$ cat config.mk
export PLATFORM = sky130hd
export DESIGN_NAME = prc_angle
export DESIGN_NICKNAME = d
export VERILOG_FILES = /design/src/rtl/prc_pkg.sv /design/src/rtl/prc_angle.sv
export SDC_FILE = /design/constraint.sdc
export NUM_CORES = 1
export LEC_CHECK = 0
export ABC_AREA = 0
export BUFFER_PORTS_ARGS = -buffer_cell sky130_fd_sc_hd__buf_2
export CORE_UTILIZATION = 60
export CTS_CLUSTER_DIAMETER = 50
export CTS_CLUSTER_SIZE = 10
export DETAILED_ROUTE_END_ITERATION = 10
export GPL_TIMING_DRIVEN = 0
export HOLD_SLACK_MARGIN = 0.12
export PLACE_DENSITY_LB_ADDON = 0.2
export SYNTH_ARGS = -nofsm -noshare
export SYNTH_HDL_FRONTEND = slang
export SYNTH_SLANG_ARGS = --single-unit
export TNS_END_PERCENT = 10
$ cat constraint.sdc
create_clock -name clock -period 27.8 [get_ports clock]
set_input_delay 5.56 -clock clock [delete_from_list [all_inputs] [get_ports clock]]
set_output_delay 5.56 -clock clock [all_outputs]
set_load 0.01 [all_outputs]
$ cat src/rtl/prc_pkg.sv
// Shared types, constants and the arctangent table of the Park rotation CORDIC.
package prc_pkg;

   // default number of CORDIC cells (8 to 31)
   localparam int CORDIC_ITERATIONS = 24;

   // CORDIC x/y/z datapath width, with headroom over Q1.31
   localparam int XY_W = 34;

   // angle constants, radians in Q4.27
   localparam logic signed [33:0] PI_Q27     = 34'sd421657428;
   localparam logic signed [33:0] TWO_PI_Q27 = 34'sd843314856;

   // 2^31 / pi as an unsigned integer (Q30.0): radians to half-turn scale
   localparam logic [29:0] RAD_TO_HALFTURN = 30'd683565275;

   // inverse of the converged CORDIC gain in Q1.31
   localparam logic signed [XY_W-1:0] CORDIC_GAIN_Q31 = 34'sd1304065748;

   // Q1.31 and Q15.16 limits
   localparam logic signed [34:0] Q31_MAX_35 = 35'sd2147483647;
   localparam logic signed [33:0] Q31_MAX_34 = 34'sd2147483647;
   localparam logic signed [33:0] Q31_MIN_34 = -34'sd2147483648;

   // operation codes
   localparam logic OP_FORWARD = 1'b0;
   localparam logic OP_INVERSE = 1'b1;

   // vector and operation, carried alongside the angle
   typedef struct packed {
      logic               op;
      logic signed [31:0] a;
      logic signed [31:0] b;
   } vec_type;

   // payload passed between CORDIC cells
   typedef struct packed {
      vec_type                vec;
      logic                   flip;
      logic signed [XY_W-1:0] x;
      logic signed [XY_W-1:0] y;
      logic signed [XY_W-1:0] z;
   } cordic_type;

   // arctangent of 2^-i as a Q1.31 half-turn angle
   function automatic logic [31:0] atan_halfturn(input logic [4:0] idx);
      logic [31:0] val;
      case (idx)
         5'd0:    val = 32'h20000000;
         5'd1:    val = 32'h12E4051E;
         5'd2:    val = 32'h09FB385B;
         5'd3:    val = 32'h051111D4;
         5'd4:    val = 32'h028B0D43;
         5'd5:    val = 32'h0145D7E1;
         5'd6:    val = 32'h00A2F61E;
         5'd7:    val = 32'h00517C55;
         5'd8:    val = 32'h0028BE53;
         5'd9:    val = 32'h00145F2F;
         5'd10:   val = 32'h000A2F98;
         5'd11:   val = 32'h000517CC;
         5'd12:   val = 32'h00028BE6;
         5'd13:   val = 32'h000145F3;
         5'd14:   val = 32'h0000A2FA;
         5'd15:   val = 32'h0000517D;
         5'd16:   val = 32'h000028BE;
         5'd17:   val = 32'h0000145F;
         5'd18:   val = 32'h00000A30;
         5'd19:   val = 32'h00000518;
         5'd20:   val = 32'h0000028C;
         5'd21:   val = 32'h00000146;
         5'd22:   val = 32'h000000A3;
         5'd23:   val = 32'h00000051;
         5'd24:   val = 32'h00000029;
         5'd25:   val = 32'h00000014;
         5'd26:   val = 32'h0000000A;
         5'd27:   val = 32'h00000005;
         5'd28:   val = 32'h00000003;
         5'd29:   val = 32'h00000001;
         5'd30:   val = 32'h00000001;
         default: val = 32'h00000000;
      endcase
      return val;
   endfunction

endpackage

$ cat src/rtl/prc_angle.sv
// Angle front end: wrap once by 2*pi toward [-pi,pi), scale to a half-turn angle, fold to the right half plane.
module prc_angle (
   input  logic                clock,
   input  logic                reset,
   input  logic                in_valid,
   output logic                in_ready,
   input  prc_pkg::vec_type    in_vec,
   input  logic signed [31:0]  in_angle,
   output logic                out_valid,
   input  logic                out_ready,
   output prc_pkg::cordic_type out_data
);

   // stage 1 registers: scaled magnitude product
   logic             s1_valid_ff;
   logic             s1_ready;
   prc_pkg::vec_type s1_vec_ff;
   logic [60:0]      s1_prod_ff;
   logic [60:0]      s1_prod_in;
   logic             s1_neg_ff;
   logic             s1_neg_in;

   // stage 2 registers: CORDIC start values
   logic                s2_valid_ff;
   logic                s2_ready;
   prc_pkg::cordic_type s2_data_ff;
   prc_pkg::cordic_type s2_data_in;

   logic signed [33:0] ang_ext;
   logic signed [33:0] wrapped;
   logic signed [33:0] wrapped_neg;
   logic [30:0]        mag;
   logic [31:0]        q32;
   logic [31:0]        hturn;
   logic               flip;

   assign s2_ready  = !s2_valid_ff || out_ready;
   assign s1_ready  = !s1_valid_ff || s2_ready;
   assign in_ready  = s1_ready;
   assign out_valid = s2_valid_ff;
   assign out_data  = s2_data_ff;

   // wrap once by 2*pi and scale the magnitude
   always_comb begin
      ang_ext = {{2{in_angle[31]}}, in_angle};
      if (ang_ext >= prc_pkg::PI_Q27) begin
         wrapped = ang_ext - prc_pkg::TWO_PI_Q27;
      end else if (ang_ext < -prc_pkg::PI_Q27) begin
         wrapped = ang_ext + prc_pkg::TWO_PI_Q27;
      end else begin
         wrapped = ang_ext;
      end
      wrapped_neg = -wrapped;
      mag         = wrapped[33] ? wrapped_neg[30:0] : wrapped[30:0];
      s1_neg_in   = wrapped[33];
      s1_prod_in  = 61'(mag) * 61'(prc_pkg::RAD_TO_HALFTURN);
   end

   // truncate, restore sign, fold quadrants 2 and 3 by a half turn
   always_comb begin
      q32   = s1_prod_ff[58:27];
      hturn = s1_neg_ff ? (32'd0 - q32) : q32;
      flip  = hturn[31] ^ hturn[30];
      s2_data_in.vec  = s1_vec_ff;
      s2_data_in.flip = flip;
      s2_data_in.x    = prc_pkg::CORDIC_GAIN_Q31;
      s2_data_in.y    = '0;
      s2_data_in.z    = {{2{hturn[31] ^ flip}}, hturn[31] ^ flip, hturn[30:0]};
   end

   // stage valids
   always_ff @(posedge clock) begin
      if (reset) begin
         s1_valid_ff <= 1'b0;
         s2_valid_ff <= 1'b0;
      end else begin
         if (s1_ready) begin
            s1_valid_ff <= in_valid;
         end
         if (s2_ready) begin
            s2_valid_ff <= s1_valid_ff;
         end
      end
   end

   // stage payloads
   always_ff @(posedge clock) begin
      if (s1_ready && in_valid) begin
         s1_vec_ff  <= in_vec;
         s1_prod_ff <= s1_prod_in;
         s1_neg_ff  <= s1_neg_in;
      end
      if (s2_ready && s1_valid_ff) begin
         s2_data_ff <= s2_data_in;
      end
   end

endmodule

# [Word level (Yosys, flattened, before mapping)]
# Index checks and enable logic that the tools add are counted.
[op_classes] addsub=4 mul=1 order_cmp=2 muxes=4 bitwise_logic=2 n_reduce_logical=6
[op_table] op="$mux W34" count=2
[op_table] op="$mul A31 B30 Y59 const B" count=1
[op_table] op="$add A32 B31 Y33 const B" count=1
[op_table] op="$sub A32 B31 Y33 const B" count=1
[op_table] op="$ge A32 B30 Y1 const B" count=1
[op_table] op="$lt A32 B30 Y1 const B" count=1
[op_table] op="$mux W32" count=1
[op_table] op="$sub A1 B32 Y32 const A" count=1
[op_table] op="$mux W31" count=1
[op_table] op="$neg A31 Y31" count=1
[op_table] op="$logic_and A1 B1 Y1" count=2
[op_table] op="$logic_not A1 Y1" count=2
[op_table] op="$logic_or A1 B1 Y1" count=2
[op_table] op="$xor A1 B1 Y1" count=2
[totals] reg_bits=225 input_bits=101 out_inout_bits=170

# [Longest topological paths before layout]
[logic_depth] word_depth=6 mapped_depth=41

# [Worst setup path after synthesis]
# OpenSTA, ideal clock, no wires.
[synth_timing] path_type="in2reg" startpoint="in in_angle[3]" endpoint="reg s1_prod_ff[58], data pin" t_arrival_ns=15.525 path_slack_ns=12.015 path_stages=36 path_buffers=3 path_cell_list="clkbuf_1 a21oi_1 o21bai_1 a211o_1 a211o_1 a211oi_2 buf_2 a32oi_1 xnor2_1 or4b_1 nor3_1 a31oi_1 xnor2_1 ha_1 fa_1 ha_1 inv_1 fa_1 inv_1 fa_1 fa_1 fa_1 fa_1 ha_1 clkbuf_1 nand4_1 a211oi_1 a211o_1 a22o_1 o21ai_0 a21oi_1 o211ai_1 nand3b_1 a221o_1 a21oi_1 xnor2_1"
[synth_between] elab_chain_len=6 word_cells_on_any_way=9
[synth_rtl] element="from (decl)" line_no="prc_angle.sv:8" text="input logic signed [31:0] in_angle,"
[synth_rtl] element="$add A32 B31 Y33 / $lt A32 B30 Y1 (equally long branches)" line_no="prc_angle.sv:49, prc_angle.sv:48"
[synth_rtl] element="$mux W34" line_no="prc_angle.sv:48" text="end else if (ang_ext < -prc_pkg::PI_Q27) begin"
[synth_rtl] element="$mux W34 *" line_no="prc_angle.sv:46" text="if (ang_ext >= prc_pkg::PI_Q27) begin"
[synth_rtl] element="$neg A31 Y31" line_no="prc_angle.sv:53" text="wrapped_neg = -wrapped;"
[synth_rtl] element="$mux W31 *" line_no="prc_angle.sv:54" text="mag = wrapped[33] ? wrapped_neg[30:0] : wrapped[30:0];"
[synth_rtl] element="$mul A31 B30 Y59 *" line_no="prc_angle.sv:56" text="s1_prod_in = 61'(mag) * 61'(prc_pkg::RAD_TO_HALFTURN);"
[synth_rtl] element="net s1_prod_in[58]" line_no="prc_angle.sv:19" text="logic [60:0] s1_prod_in;"
[synth_rtl] element="to (signal assigned)" line_no="prc_angle.sv:90" text="s1_prod_ff <= s1_prod_in;"
[synth_rtl] element="to (decl)" line_no="prc_angle.sv:18" text="logic [60:0] s1_prod_ff;"
# Mark *: on every way through the listed nets, which the timed path passes. The rest lies on a longest branch.
# A chain may end at the register's enable or synchronous reset.

# [Worst setup path in the final report]
# Same ends and word-level chain as after synthesis.

==> impl_metrics.tcl <==
set metrics [dict create \
    synth_fa_ha_area_share_pct 46.77 \
    synth_top_family_by_area "adder cells" \
    fin_skew_ns 0.009781 \
    antenna_cells 0 \
    clk_pin_slew_ns 0.07 \
    die_w_um 205.9 \
    synth-compound-area-share_pct 7.053 \
    cts_tree "yes" \
    synth_area_mm2 0.02494 \
    initial_core_util_pct 60.95 \
    grt_usage_pct 26.68 \
    cp_top_family "compound AO/OA/AOI/OAI gates" \
    path_common_cell "fa_1" \
    routed_via_density 5.213 \
    setup_viol 0 \
    first_iter_violations 773 \
    slew-limit-headroom_pct 13.93 \
    maxCapViolCount 0 \
    grt_pass1_wl_mm 86.76 \
    tightest_slew_ns 1.282 \
    htree_levels 4 \
    io_buffer_count 186 \
    startpoint_type "input pin" \
    syn_to_final_growth_pct 10.04 \
    die_y_um 205.9 \
    critPathKind "input pin to flip-flop" \
    fmaxAchievable_ghz 0.05681 \
    finalNonFillerCells 3097 \
    worstSetupEndpointType "flip-flop" \
    finalMaxSlewViolations 0 \
    hold_buffers 0 \
    synthTopCellsByCount "inv_1 (602), fa_1 (361), ha_1 (354)" \
    numCtsBuffers 17 \
    arrival_ns 17.77 \
    num_vias 16140 \
    routabilityCongestion 0.9234 \
    wirelength_mm 54.51 \
    rows 74 \
    synth_largest_area_cell "fa_1" \
    fin_crit_ns 17.60 \
    synth.area.top_cells "fa_1 (29%), edfxtp_1 (24%), ha_1 (18%)" \
    slowest_stage "xnor2_1" \
    cts_root_buffer "clkbuf_16" \
    grt-ovfl-total 0 \
    synthCells 2278 \
    ys_async_sr_fraction_pct 0 \
    synth_top_cell_area_share_pct 28.98 \
    ys_ff_latch 198 \
    dieArea_mm2 0.04239 \
    postSynthAreaPerCell_um2 10.95 \
    nets 3369 \
    post_cts_buffers 0 \
    cpPeakStageDelay_ns 1.01 \
    critical_path_required_ns 27.97 \
    grt_max_degree 54 \
    avgRoutedWirePerCell_um 17.60 \
    synth_most_common_cell "inv_1" \
    drc 0 \
    yosysWarnings 0 \
    ant_nets 0 \
    rrSetupSlack_ns 24.24 \
    cts_resized 0 \
    critPathMaxFanout 10 \
    synth_simple_gate_area_share_pct 4.786 \
    core-area_mm2 0.04092 \
    drt_first_pass_iters 5 \
    layout-drive-gt1-share_pct 12.48 \
    finalCritPeriodShare_pct 63.32 \
    synth_xor_area_share_pct 5.729 \
    dpl.hpwl_mm 47.81 \
    hp-class "flip-flop to flip-flop" \
    status "finished, final reports clean" \
    synth-edff-count 196 \
    synthMuxAreaShare_pct 0.04013 \
    io_pins 271 \
    grt_pass1_vias 16590 \
    worst-path-buf-inv 7 \
    cts_num_sinks 198 \
    clock_path_buffers 2 \
    place_inst 3066 \
    synth_cell_types 81 \
    rsz0062_at_grt "false" \
    clkLatencyLatePin_ns 0.43 \
    seq_area_frac_synth_pct 23.76 \
    tns_ns 0 \
    antenna_found_initial 0 \
    final_hold_viol_count 0 \
    ys.flop_type "edfxtp_1" \
]
## worst paths after layout
check / startpoint / to / depth (start not counted)
max: in_angle[3] / s1_prod_ff[58]$_DFFE_PP_ / 38
min: s1_vec_ff[18]$_DFFE_PP_ / out_data[121]$_DFFE_PP_ / 0
max reg2reg: s1_prod_ff[28]$_DFFE_PP_ / out_data[28]$_DFFE_PP_ / 11
min reg2reg: s1_vec_ff[18]$_DFFE_PP_ / out_data[121]$_DFFE_PP_ / 0
## registers in the layout, indices dropped and copies added, names as in the netlist
name	cells
s1_prod_ff	32
out_data	98
out_valid	1
s1_neg_ff	1
s1_valid_ff	1
s1_vec_ff	65
## through the flow
step | setup WS, ns | util, % | hold WS, ns | cell area, um2
after floorplan | 12.02 | - | 0.4003 | 25190
after global placement | 9.968 | 65.45 | 0.4003 | 26790
after detailed placement | 9.761 | 65.71 | 0.4045 | 26890
after CTS | 10.19 | 67.06 | 0.4187 | 27450
after global routing | 9.562 | 67.06 | 0.4243 | 27450
final | 10.20 | 67.06 | 0.4181 | 27450
## worst reg2reg max path: stages, from the launching register on
cell,delay (ns)
edfxtp_1,0.41
inv_1,0.11
ha_1,0.17
nand2_1,0.06
or3_1,0.32
or2_2,0.34
nand2b_1,0.17
or2_2,0.31
or4_1,0.49
or4_1,0.52
o31ai_1,0.30
xnor2_1,0.10
## final cells by class
cell class,instances,area [um2]
plain buffers,104,683.2
flip-flops and latches,198,5926
repair buffers,190,1018
fillers,3177,13480
clock inverters,13,125.1
clock buffers,18,429.2
well taps,532,665.6
multi-input cells,1438,16330
inverters,604,2267
## layer usage
metal	part of all wire (%)	vias up	global-route usage [%]
li1	-	7736	-
met1	45	7839	36.25
met2	47	502	45.18
met3	6.4	67	4.399
met4	1.6	0	5.646
met5	0	-	0
## cells in the final DEF, fill, tap and decap left out, drive strengths merged, types with 5 or more instances in the layout
master and count:
a21o 28, a21oi 67, a31oi 15, a32oi 5, and2 9, and3 10
buf 273, clkbuf 39, clkinvlp 6, conb 68, edfxtp 196, fa 361
ha 354, inv 607, nand2 49, nand2b 12, nand3 13, nand4 8
nor2 57, nor2b 9, nor3 21, nor4 8, o211ai 9, o21a 8
o21ai 53, o21bai 6, o31ai 14, o41ai 7, or2 7, or3 8
or4 8, xnor2 115, xor2 43
## cell families (layout without fill, tap and decap cells)
| group | Yosys count | after routing |
|---|---|---|
| adders and majority gates | 716 | 716 |
| buffers and inverters | 708 | 929 |
| AOI/OAI and AO/OA | 261 | 261 |
| and+or+nand+nor | 232 | 232 |
| DFF | 198 | 198 |
| xor gates and xnor gates | 160 | 160 |
| other | 2 | 68 |
| muxes | 1 | 1 |
Power is left out: the tool's default activity adds up to more than one toggle a clock period on the data nets, which glitch-free logic cannot reach.
