### src/rtl/prc_pkg.sv
// Shared types, constants and the arctangent table of the Park rotation CORDIC.
package prc_pkg;

   // default number of CORDIC cells (8 to 31)
   localparam int CORDIC_ITERATIONS = 24;

   // CORDIC x/y/z datapath width, with headroom over Q1.31
   localparam int XY_W = 34;

   // angle constants, radians in Q4.27
   localparam logic signed [33:0] PI_Q27     = 34'sd421657428;
   localparam logic signed [33:0] TWO_PI_Q27 = 34'sd843314856;

   // 2^31 / pi as an unsigned integer (Q30.0): radians to half-turn scale
   localparam logic [29:0] RAD_TO_HALFTURN = 30'd683565275;

   // inverse of the converged CORDIC gain in Q1.31
   localparam logic signed [XY_W-1:0] CORDIC_GAIN_Q31 = 34'sd1304065748;

   // Q1.31 and Q15.16 limits
   localparam logic signed [34:0] Q31_MAX_35 = 35'sd2147483647;
   localparam logic signed [33:0] Q31_MAX_34 = 34'sd2147483647;
   localparam logic signed [33:0] Q31_MIN_34 = -34'sd2147483648;

   // operation codes
   localparam logic OP_FORWARD = 1'b0;
   localparam logic OP_INVERSE = 1'b1;

   // vector and operation, carried alongside the angle
   typedef struct packed {
      logic               op;
      logic signed [31:0] a;
      logic signed [31:0] b;
   } vec_type;

   // payload passed between CORDIC cells
   typedef struct packed {
      vec_type                vec;
      logic                   flip;
      logic signed [XY_W-1:0] x;
      logic signed [XY_W-1:0] y;
      logic signed [XY_W-1:0] z;
   } cordic_type;

   // arctangent of 2^-i as a Q1.31 half-turn angle
   function automatic logic [31:0] atan_halfturn(input logic [4:0] idx);
      logic [31:0] val;
      case (idx)
         5'd0:    val = 32'h20000000;
         5'd1:    val = 32'h12E4051E;
         5'd2:    val = 32'h09FB385B;
         5'd3:    val = 32'h051111D4;
         5'd4:    val = 32'h028B0D43;
         5'd5:    val = 32'h0145D7E1;
         5'd6:    val = 32'h00A2F61E;
         5'd7:    val = 32'h00517C55;
         5'd8:    val = 32'h0028BE53;
         5'd9:    val = 32'h00145F2F;
         5'd10:   val = 32'h000A2F98;
         5'd11:   val = 32'h000517CC;
         5'd12:   val = 32'h00028BE6;
         5'd13:   val = 32'h000145F3;
         5'd14:   val = 32'h0000A2FA;
         5'd15:   val = 32'h0000517D;
         5'd16:   val = 32'h000028BE;
         5'd17:   val = 32'h0000145F;
         5'd18:   val = 32'h00000A30;
         5'd19:   val = 32'h00000518;
         5'd20:   val = 32'h0000028C;
         5'd21:   val = 32'h00000146;
         5'd22:   val = 32'h000000A3;
         5'd23:   val = 32'h00000051;
         5'd24:   val = 32'h00000029;
         5'd25:   val = 32'h00000014;
         5'd26:   val = 32'h0000000A;
         5'd27:   val = 32'h00000005;
         5'd28:   val = 32'h00000003;
         5'd29:   val = 32'h00000001;
         5'd30:   val = 32'h00000001;
         default: val = 32'h00000000;
      endcase
      return val;
   endfunction

endpackage

### src/rtl/prc_cordic_cell.sv
// One rotation-mode CORDIC iteration with its own pipeline register.
module prc_cordic_cell #(
   parameter int SHIFT = 0
) (
   input  logic                clock,
   input  logic                reset,
   input  logic                in_valid,
   output logic                in_ready,
   input  prc_pkg::cordic_type in_data,
   output logic                out_valid,
   input  logic                out_ready,
   output prc_pkg::cordic_type out_data
);

   logic                            valid_ff;
   prc_pkg::cordic_type             data_ff;
   prc_pkg::cordic_type             data_in;
   logic signed [prc_pkg::XY_W-1:0] x_sh;
   logic signed [prc_pkg::XY_W-1:0] y_sh;
   logic signed [prc_pkg::XY_W-1:0] step;

   assign in_ready  = !valid_ff || out_ready;
   assign out_valid = valid_ff;
   assign out_data  = data_ff;

   // micro-rotation toward z = 0
   always_comb begin
      x_sh    = in_data.x >>> SHIFT;
      y_sh    = in_data.y >>> SHIFT;
      step    = {{(prc_pkg::XY_W-32){1'b0}}, prc_pkg::atan_halfturn(5'(SHIFT))};
      data_in = in_data;
      if (!in_data.z[prc_pkg::XY_W-1]) begin
         data_in.x = in_data.x - y_sh;
         data_in.y = in_data.y + x_sh;
         data_in.z = in_data.z - step;
      end else begin
         data_in.x = in_data.x + y_sh;
         data_in.y = in_data.y - x_sh;
         data_in.z = in_data.z + step;
      end
   end

   always_ff @(posedge clock) begin
      if (reset) begin
         valid_ff <= 1'b0;
      end else if (in_ready) begin
         valid_ff <= in_valid;
      end
   end

   always_ff @(posedge clock) begin
      if (in_ready && in_valid) begin
         data_ff <= data_in;
      end
   end

endmodule

### config.mk
export PLATFORM = sky130hd
export DESIGN_NAME = prc_cordic_cell
export DESIGN_NICKNAME = d
export VERILOG_FILES = /design/src/rtl/prc_pkg.sv /design/src/rtl/prc_cordic_cell.sv
export SDC_FILE = /design/constraint.sdc
export NUM_CORES = 1
export LEC_CHECK = 0
export ABC_AREA = 0
export BUFFER_PORTS_ARGS = -buffer_cell sky130_fd_sc_hd__clkbuf_2
export CAP_MARGIN = 20
export CORE_MARGIN = 2
export CORE_UTILIZATION = 47
export DETAILED_ROUTE_END_ITERATION = 16
export GPL_TIMING_DRIVEN = 0
export HOLD_SLACK_MARGIN = 0.05
export PLACE_DENSITY = 0.77
export RECOVER_POWER = 100
export SYNTH_ARGS = -nofsm -noshare
export SYNTH_HDL_FRONTEND = slang
export SYNTH_SLANG_ARGS = --single-unit
export TNS_END_PERCENT = 10
### constraint.sdc
create_clock -name clock -period 4.5 [get_ports clock]
set_input_delay 0.45 -clock clock [delete_from_list [all_inputs] [get_ports clock]]
set_output_delay 0.45 -clock clock [all_outputs]
set_load 0.02 [all_outputs]
After elaboration in Yosys (flattened, before gate mapping)
Index checks and enable logic that the tools add are counted.
- input bits: 172
- logic and storage cells: 17
- output and inout bits: 170
- register bits: 169
- mux-type cells: 1
- reduce and logical (&&, ||, !) cells: 3
- add/subtract/negate cells: 5
- operators with widths (operator ; count):
    102-bit 2-to-1 mux ; 1
    34-bit subtractor ; 2
    34-bit by 31-bit adder with 34-bit output, second input constant ; 1
    34-bit adder ; 1
    34-bit by 31-bit subtractor with 34-bit output, second input constant ; 1
    1-bit logical AND ; 1
    1-bit zero test ; 1
    1-bit logical OR ; 1

Longest topological paths before layout
Gate-level depths: netlist of run 1.
- depth in word-level cells: 3
- mapped depth: 12
- depth with buffers taken out: 12

Least setup slack after synthesis of run 1
Ideal clock, no wire load.
- path type: input-to-reg
- from: input port out_ready
- to: register data_ff, in the netlist out_data[0] (enable)
- setup time: 546 ps
- required time: 3954 ps
- path buffers: 0
- data arrival time: 4566 ps
- setup slack: -613 ps
- stages: 2
- path through: nand2b_1 -> and2_1
- longest elaborated chain between the ends: 2
- RTL lines (element ; line ; text):
    from (decl) ; prc_cordic_cell.sv:11 ; input logic out_ready,
    1-bit logical OR ; prc_cordic_cell.sv:22 ; assign in_ready = !valid_ff || out_ready;
    1-bit logical AND ; prc_cordic_cell.sv:52 ; if (in_ready && in_valid) begin
    to (signal assigned) ; prc_cordic_cell.sv:53 ; data_ff <= data_in;
    to (decl) ; prc_cordic_cell.sv:16 ; prc_pkg::cordic_type data_ff;
No other way between the ends.
A chain may end at the register's enable or synchronous reset.

==> metrics, run 1 <==
final WL=between 30000 and 40000 um; largest net degree at the start of global routing=73; DRC violations left=0; status=finished, violations left; Fin Setup TNS=0 ns; Initial DRC Count=1081; Worst Setup SP=in_data[34]; Core ar.=0.0228 mm2; RePlAce Congestion=~1; CTS root buffer=clkbuf_16; failing checks=capacitance limit, slew limit; DR WL/cell=20.7 um; Peak VDD IR=between 0.2 and 0.25 mV; met3 Use GR=5.79%; total number of vias=10.0k; CTS max path bufs=2; Critical R2R Capture=out_data[32]$_DFFE_PP_; Syn Nets=1349; Setup Fix Bufs, Post-CTS=0; number of flops mapped to enable cells by yosys=167; # rows=55; worst path required time=4.65 ns; Fin. Hold Viols=0; hold_buf cts=0; PD cells=361 mW/mm2; Antenna Violating Nets Remaining=0; CTS sink count=about 170; Seq cells post-synth=168; Critical Path Source Type=input pin; global route overflow=0; Syn-to-layout area delta=23.0%; vias in the first global route=about 9.5k; most used routing layer=met2; die area=0.0246 mm2; reg-to-reg startpoint=out_valid$_SDFFE_PP0N_; RSZ-0062 raised after global routing=no; antenna violations before repair=0; critical path class=input pin to flop; Ys Warns=0; TritonCTS clock tree=yes; # IOs=around 340; Mapped Cells=about 1.1k; Tmin final=3.88 ns; CP Max Fanout=5; sequential fraction of the synthesis area=between 40% and 50%; Initial Util=48.1%; diode count=0; ys async rst share=0%; M2 GR Usage=slightly below 50%; total number of H-tree levels=4; reg2reg setup slack=1.40 ns; first-pass GRT wire length=53400 um; Avg Cell Area, Syn=10.2 um2; Fillers=2074; min-delay worst type=input pin to flop; r2r worst-path depth=3; global-route track usage on met1=35.2%; Worst-Margin Slew=roughly 2.6 ns; clk_skew=0.0209 ns; Final Max Slew Viols=53; Leakage=5.61 nW; DIE HEIGHT=~160 um; final setup fails=0; ys flop type=edfxtp_1; FMAX=257 MHz; CP Capture Type=flop; Skew-Pair Late Insertion Delay=0.44 ns; Num CTS Buffers=17; Max Cap Viol=1; Critical Path End=out_data[60]$_DFFE_PP_; Final #Nets=1710; GRT Util Overall=28.7%; utilization of the core after routing=59.2%; Distinct cells, synth=just under 80; Reg clk slew, reported paths=0.08 ns; routed vias/inst=between 5 and 6; share of cells above drive strength 1=roughly 16%; Die W=157 um; final worst-path cycle share=around 86%; drt first pass iters=7; dpl hpwl=roughly 29000 um; Synth Cell Area=between 0.01 and 0.015 mm2; input/output buffers=340; post-CTS sizing=0; crit path DAT=4.03 ns; Slew Limit Headroom=-73.9%
==> worst min path at each step <==
| stage | from | endpoint | depth (start not counted) |
|---|---|---|---|
| finish | reset | out_valid$_SDFFE_PP0N_ | 2 |
| global route | in_data[107] | out_data[107]$_DFFE_PP_ | 1 |
| detailed placement | out_valid$_SDFFE_PP0N_ | out_valid$_SDFFE_PP0N_ | 2 |
| floorplan | reset | out_valid$_SDFFE_PP0N_ | 1 |
| global placement | out_valid$_SDFFE_PP0N_ | out_valid$_SDFFE_PP0N_ | 2 |
| CTS | reset | out_valid$_SDFFE_PP0N_ | 2 |
==> synth_stat cells, types with 10 or more instances <==
library cell | number | area [um2]
clkbuf_1 | 24 | 90.1
nor3_1 | 18 | 90.1
o31ai_1 | 10 | 75.1
ha_1 | 102 | 1280
a21o_1 | 24 | 180
nor2_1 | 86 | 323
nor2b_1 | 13 | 81.3
inv_1 | 90 | 338
nand3_1 | 19 | 95.1
nand4_1 | 15 | 93.8
a21oi_1 | 119 | 596
nand2_1 | 49 | 184
mux2i_1 | 11 | 110
o21bai_1 | 21 | 158
nand2b_1 | 11 | 68.8
o21ai_0 | 69 | 345
edfxtp_1 | 167 | 5010
xnor2_1 | 59 | 517
==> kinds of logic after synthesis <==
logic type | after synthesis | share of synthesized area [%]
AOI/OAI and AO/OA | 324 | 18.9
xor gates and xnor gates | 67 | 5.35
adders and majority gates | 106 | 12.4
buffers and inverters | 144 | 5.25
DFF | 168 | 45.9
muxes | 11 | 1.00
and+or+nand+nor | 251 | 11.2
==> report_power, final <==
part | internal (mW) | switching, mW
Sequential | 1.92 | 0.0362
Combinational | 0.440 | 0.915
Clock | 0.777 | 0.778
Total | 3.13 | 1.73
==> layout by cell type, fill, tap and decap left out, types with 5 or more instances in the layout <==
cell type / count
clkbuf_1: 202
edfxtp_1: 167
clkbuf_2: 163
a21oi_1: 119
ha_1: 102
inv_1: 90
nor2_1: 86
o21ai_0: 70
xnor2_1: 59
nand2_1: 49
a21o_1: 24
o21bai_1: 21
nand3_1: 19
nor3_1: 19
clkbuf_16: 17
nand4_1: 15
nor2b_1: 14
nand2b_1: 11
mux2i_1: 11
a31oi_1: 10
o31ai_1: 10
a211oi_1: 10
o2111ai_1: 9
xor2_1: 8
buf_2: 8
o211ai_1: 8
buf_1: 7
or2_2: 7
o21a_1: 7
buf_4: 5
inv_12: 5
clkinv_8: 5
==> final cells by class <==
cell class	instances	area [um2]	share of cell area, %
Clock buffer	17	425	3.16
Tap cell	313	392	2.91
Clock inverter	15	209	1.55
Sequential cell	168	5030	37.4
Timing Repair Buffer	342	1530	11.3
Inverter	99	378	2.80
Buffer	45	198	1.47
Multi-Input combinational cell	759	5310	39.4
==> flip-flops by register name (all words and copies together), names as in the netlist <==
signal / cells
out_data: 167
out_valid: 1
==> routing by layer <==
layer / vias to the layer above / part of all wire [%]
met5: - / 0
met4: 0 / 5.2
met3: 117 / 8.9
met2: 595 / 48
met1: 4718 / 38
li1: 4606 / -
==> through the flow <==
stage | power [mW] | setup WS, ns | instances | instance area, um2 | hold WS, ns
2_1_floorplan | 2.87 | 1.24 | 1071 | 11000 | 0.519
3_3_place_gp | 3.34 | 0.557 | 1724 | 13100 | 0.521
3_5_place_dp | 3.35 | 0.578 | 1726 | 13100 | 0.537
4_1_cts | 4.91 | 1.03 | 1758 | 13700 | 0.139
5_1_grt | 5.06 | 0.456 | 1758 | 13500 | 0.163
6_report | 4.86 | 0.616 | 1758 | 13500 | 0.153
==> critical path, stage by stage <==
cell	delay, ns
clkbuf_1	0.13
ha_1	0.21
fa_1	0.24
nor2b_1	0.21
o311ai_0	0.23
a31oi_1	0.64
a211oi_4	0.19
o41a_1	0.47
a211o_1	0.35
a221oi_1	0.53
or3_1	0.20
o2111ai_1	0.16
(Power assumes the default switching activity.)
==> run 2, diff against run 1 <==
--- a/config.mk
+++ b/config.mk
@@ -5,16 +5,17 @@
 export SDC_FILE = /design/constraint.sdc
 export NUM_CORES = 1
 export LEC_CHECK = 0
-export ABC_AREA = 0
+export ABC_AREA = 1
 export BUFFER_PORTS_ARGS = -buffer_cell sky130_fd_sc_hd__clkbuf_2
 export CAP_MARGIN = 20
 export CORE_MARGIN = 2
-export CORE_UTILIZATION = 47
+export CORE_UTILIZATION = 49
 export DETAILED_ROUTE_END_ITERATION = 16
 export GPL_TIMING_DRIVEN = 0
 export HOLD_SLACK_MARGIN = 0.05
-export PLACE_DENSITY = 0.77
+export PLACE_DENSITY = 0.78
 export RECOVER_POWER = 100
+export SLEW_MARGIN = 30
 export SYNTH_ARGS = -nofsm -noshare
 export SYNTH_HDL_FRONTEND = slang
 export SYNTH_SLANG_ARGS = --single-unit
==> run 2 against run 1 <==
Net effect: the flow now finishes without violations; register-to-register slack got worse by 0.098 ns; hold slack improved by 0.019 ns; fmax increased by 21%; critical path depth decreased by 8; highest routed layer unchanged.
==> metrics, run 2 <==
Fin. Hold Viols=0 (unchanged); CTS root buffer=clkbuf_16; RSZ-0062 raised after global routing=no; ys async rst share=0% (unchanged); most frequent cell after synthesis=nand2_1; ys flop type=edfxtp_1; Reg clk slew, reported paths=0.08 ns (about the same); # IOs=342 (unchanged); Layout Cells excl Fill=2292 (+30%); CTS sink count=168 (unchanged); FMAX=313 MHz (+21%); top cells by count, synth=406 x nand2_1, 205 x inv_1, 167 x edfxtp_1, 151 x nand3_1, 130 x nor2_1; Syn-to-layout area delta=20.9%; Max Cap Viol=0 (-1); TritonCTS clock tree=yes; Synth Cell Area=0.0124 mm2 (+13%); Cell Int Power=3.09 mW (-1.5%); post-CTS sizing=0 (unchanged); DIE HEIGHT=163 um (+4.1%); min-delay worst type=input pin to flop; Num CTS Buffers=17 (unchanged); critical path class=flop to flop; Final Instance Area=0.0150 mm2 (+11%); dpl hpwl=37600 um (+31%); largest area contributor in the netlist=edfxtp_1; first-pass GRT wire length=66300 um (+24%); die area=0.0266 mm2 (+8.4%); Avg Cell Area, Syn=7.86 um2 (-23%); Tmin final=3.20 ns (-0.686 ns); final setup fails=0 (unchanged); Post-DP Area=0.0147 mm2 (+12%); switching part of the total power=37.5% (+2.0 points); main area contributors after synthesis=edfxtp_1 40%, nand2_1 12%, ha_1 10%, inv_1 6.2%, nand3_1 6.1%; final WL=45700 um (+26%); RePlAce Congestion=0.968 (-3.1%); Synth top area share=40.4% (-5.4 points); DRC violations left=0 (unchanged); share of cells above drive strength 1=13.6% (-2.3 points); vias in the first global route=11.8k (+25%); final worst-path cycle share=71.1% (-15 points); hold_buf cts=0 (unchanged); input/output buffers=340 (unchanged); Distinct cells, synth=42 (-45%); most common cell after layout, fill and taps aside=nand2_1; largest net degree at the start of global routing=24 (-67%); Comb power frac=30.6% (+2.7 points); clock power share=30.4% (-1.6 points); number of flops mapped to enable cells by yosys=167 (unchanged); clk_skew=0.0163 ns (-0.00461 ns); crit path DAT=3.33 ns (-0.70 ns); status=finished, final reports clean; worst path required time=4.64 ns (about the same); Peak VDD IR=0.259 mV (+16%); Antenna Violating Nets Remaining=0 (unchanged); Leakage=7.03 nW (+25%); CP Capture Type=flop; Final Max Slew Viols=0 (-100%); Syn Nets=1858 (+38%); drt first pass iters=6 (-1); most frequent cells in the layout=411 x nand2_1, 206 x inv_1, 193 x clkbuf_1, 167 x edfxtp_1, 157 x clkbuf_2; sequential power share=39.0% (-1.2 points); CTS max path bufs=2 (unchanged); routed vias/inst=5.46 (-4.3%); Critical Path Source Type=flop; antenna violations before repair=1 (+1); global route overflow=0 (unchanged); Mapped Cells=1580 (+48%); Initial Util=49.6% (+1.5 points); GRT Util Overall=33.4% (+4.7 points); Worst-Margin Slew=1.15 ns (-1.46 ns); max FFs per register=167 (unchanged); Ys Warns=0 (unchanged); CP Max Fanout=20 (+15); sequential fraction of the synthesis area=40.6% (-5.4 points); Slew Limit Headroom=23.4% (+97 points); Die W=163 um (+4.1%); # rows=58 (+5.5%); Skew-Pair Late Insertion Delay=0.44 ns (about the same); DR WL/cell=19.9 um (-3.7%); Inst Count DP=2259 (+31%); Seq cells post-synth=168 (unchanged); Initial DRC Count=1360 (+26%); Core ar.=0.0250 mm2 (+9.9%); total number of vias=12.5k (+25%); PD cells=329 mW/mm2 (-8.8%); switching power=1.85 mW (+7.2%); Final #Nets=2226 (+30%); total number of H-tree levels=4 (unchanged); Setup Fix Bufs, Post-CTS=0 (unchanged)
run 2: cell types whose count changed after synthesis, sizes merged, moves of 14 or more:
cell    change
xnor2      -59
o21ai      +26
nand3     +136
nor2       +52
nand2     +367
inv       +117
buf        +19
clkbuf     -20
nor2b      -14
xor2       +20
run 2: power by group through the flow:
| stage | Sequential, mW | Clock [mW] | Combinational (mW) |
|---|---|---|---|
| 2_1_floorplan | 2.13 | 0 | 0.791 |
| 3_3_place_gp | 1.97 | 0 | 1.48 |
| 3_5_place_dp | 1.96 | 0 | 1.52 |
| 6_report | 1.93 | 1.50 | 1.51 |
| 4_1_cts | 1.93 | 1.52 | 1.53 |
| 5_1_grt | 1.94 | 1.57 | 1.63 |
run 2: metal layers:
metal / vias to the layer above / global-route usage (%) / part of all wire, %
li1: 5984 / - / -
met1: 5803 / 42.2 / 40
met2: 637 / 56.7 / 48
met3: 101 / 5.74 / 8.2
met4: 0 / 13.8 / 4.1
met5: - / 0 / 0
run 2: cells by family after synthesis:
group	synth area share (%)
DFF	40.6
and+or+nand+nor	25.6
adders and majority gates	10.9
AOI/OAI and AO/OA	12.3
buffers and inverters	8.67
xor gates and xnor gates	1.98
run 2: final timing paths:
| kind | start | endpoint | slack (ns) | depth (start not counted) |
|---|---|---|---|---|
| worst min-delay path | reset | out_valid$_SDFFE_PP0N_ | 0.17 | 2 |
| worst min register to register | out_valid$_SDFFE_PP0N_ | out_valid$_SDFFE_PP0N_ | 0.56 | 2 |
| worst max-delay path | out_valid$_SDFFE_PP0N_ | out_data[60]$_DFFE_PP_ | 1.30 | 4 |
| worst max register to register | out_valid$_SDFFE_PP0N_ | out_data[60]$_DFFE_PP_ | 1.30 | 4 |
run 2: through the flow:
stage / TNS (ns) / setup WS (ns) / total power, mW / hold WS, ns / util, %
after floorplan: 0 / 0.743 / 2.92 / 0.519 / -
after CTS: 0 / 2.17 / 4.98 / 0.153 / 61.2
after global routing: 0 / 1.06 / 5.15 / 0.166 / 60.0
after detailed placement: 0 / 1.71 / 3.48 / 0.581 / 58.8
final: 0 / 1.30 / 4.94 / 0.172 / 60.0
after global placement: -54.86 / -0.348 / 3.45 / 0.523 / 58.1
run 2: layout make-up:
class,instances,area [um2]
Clock inverter,15,180
Antenna cell,1,2.50
Fill cell,2402,10000
Inverter,212,796
Buffer,44,267
Sequential cell,168,5030
Timing Repair Buffer,349,1640
Clock buffer,17,425
Multi-Input combinational cell,1156,6260
Tap cell,330,413
run 2: worst max-delay path: stages (launching register included):
cell and delay (ns):
dfxtp_1 0.33, a21oi_1 0.70, clkbuf_1 0.65, clkbuf_1 0.92
buf_8 0.29
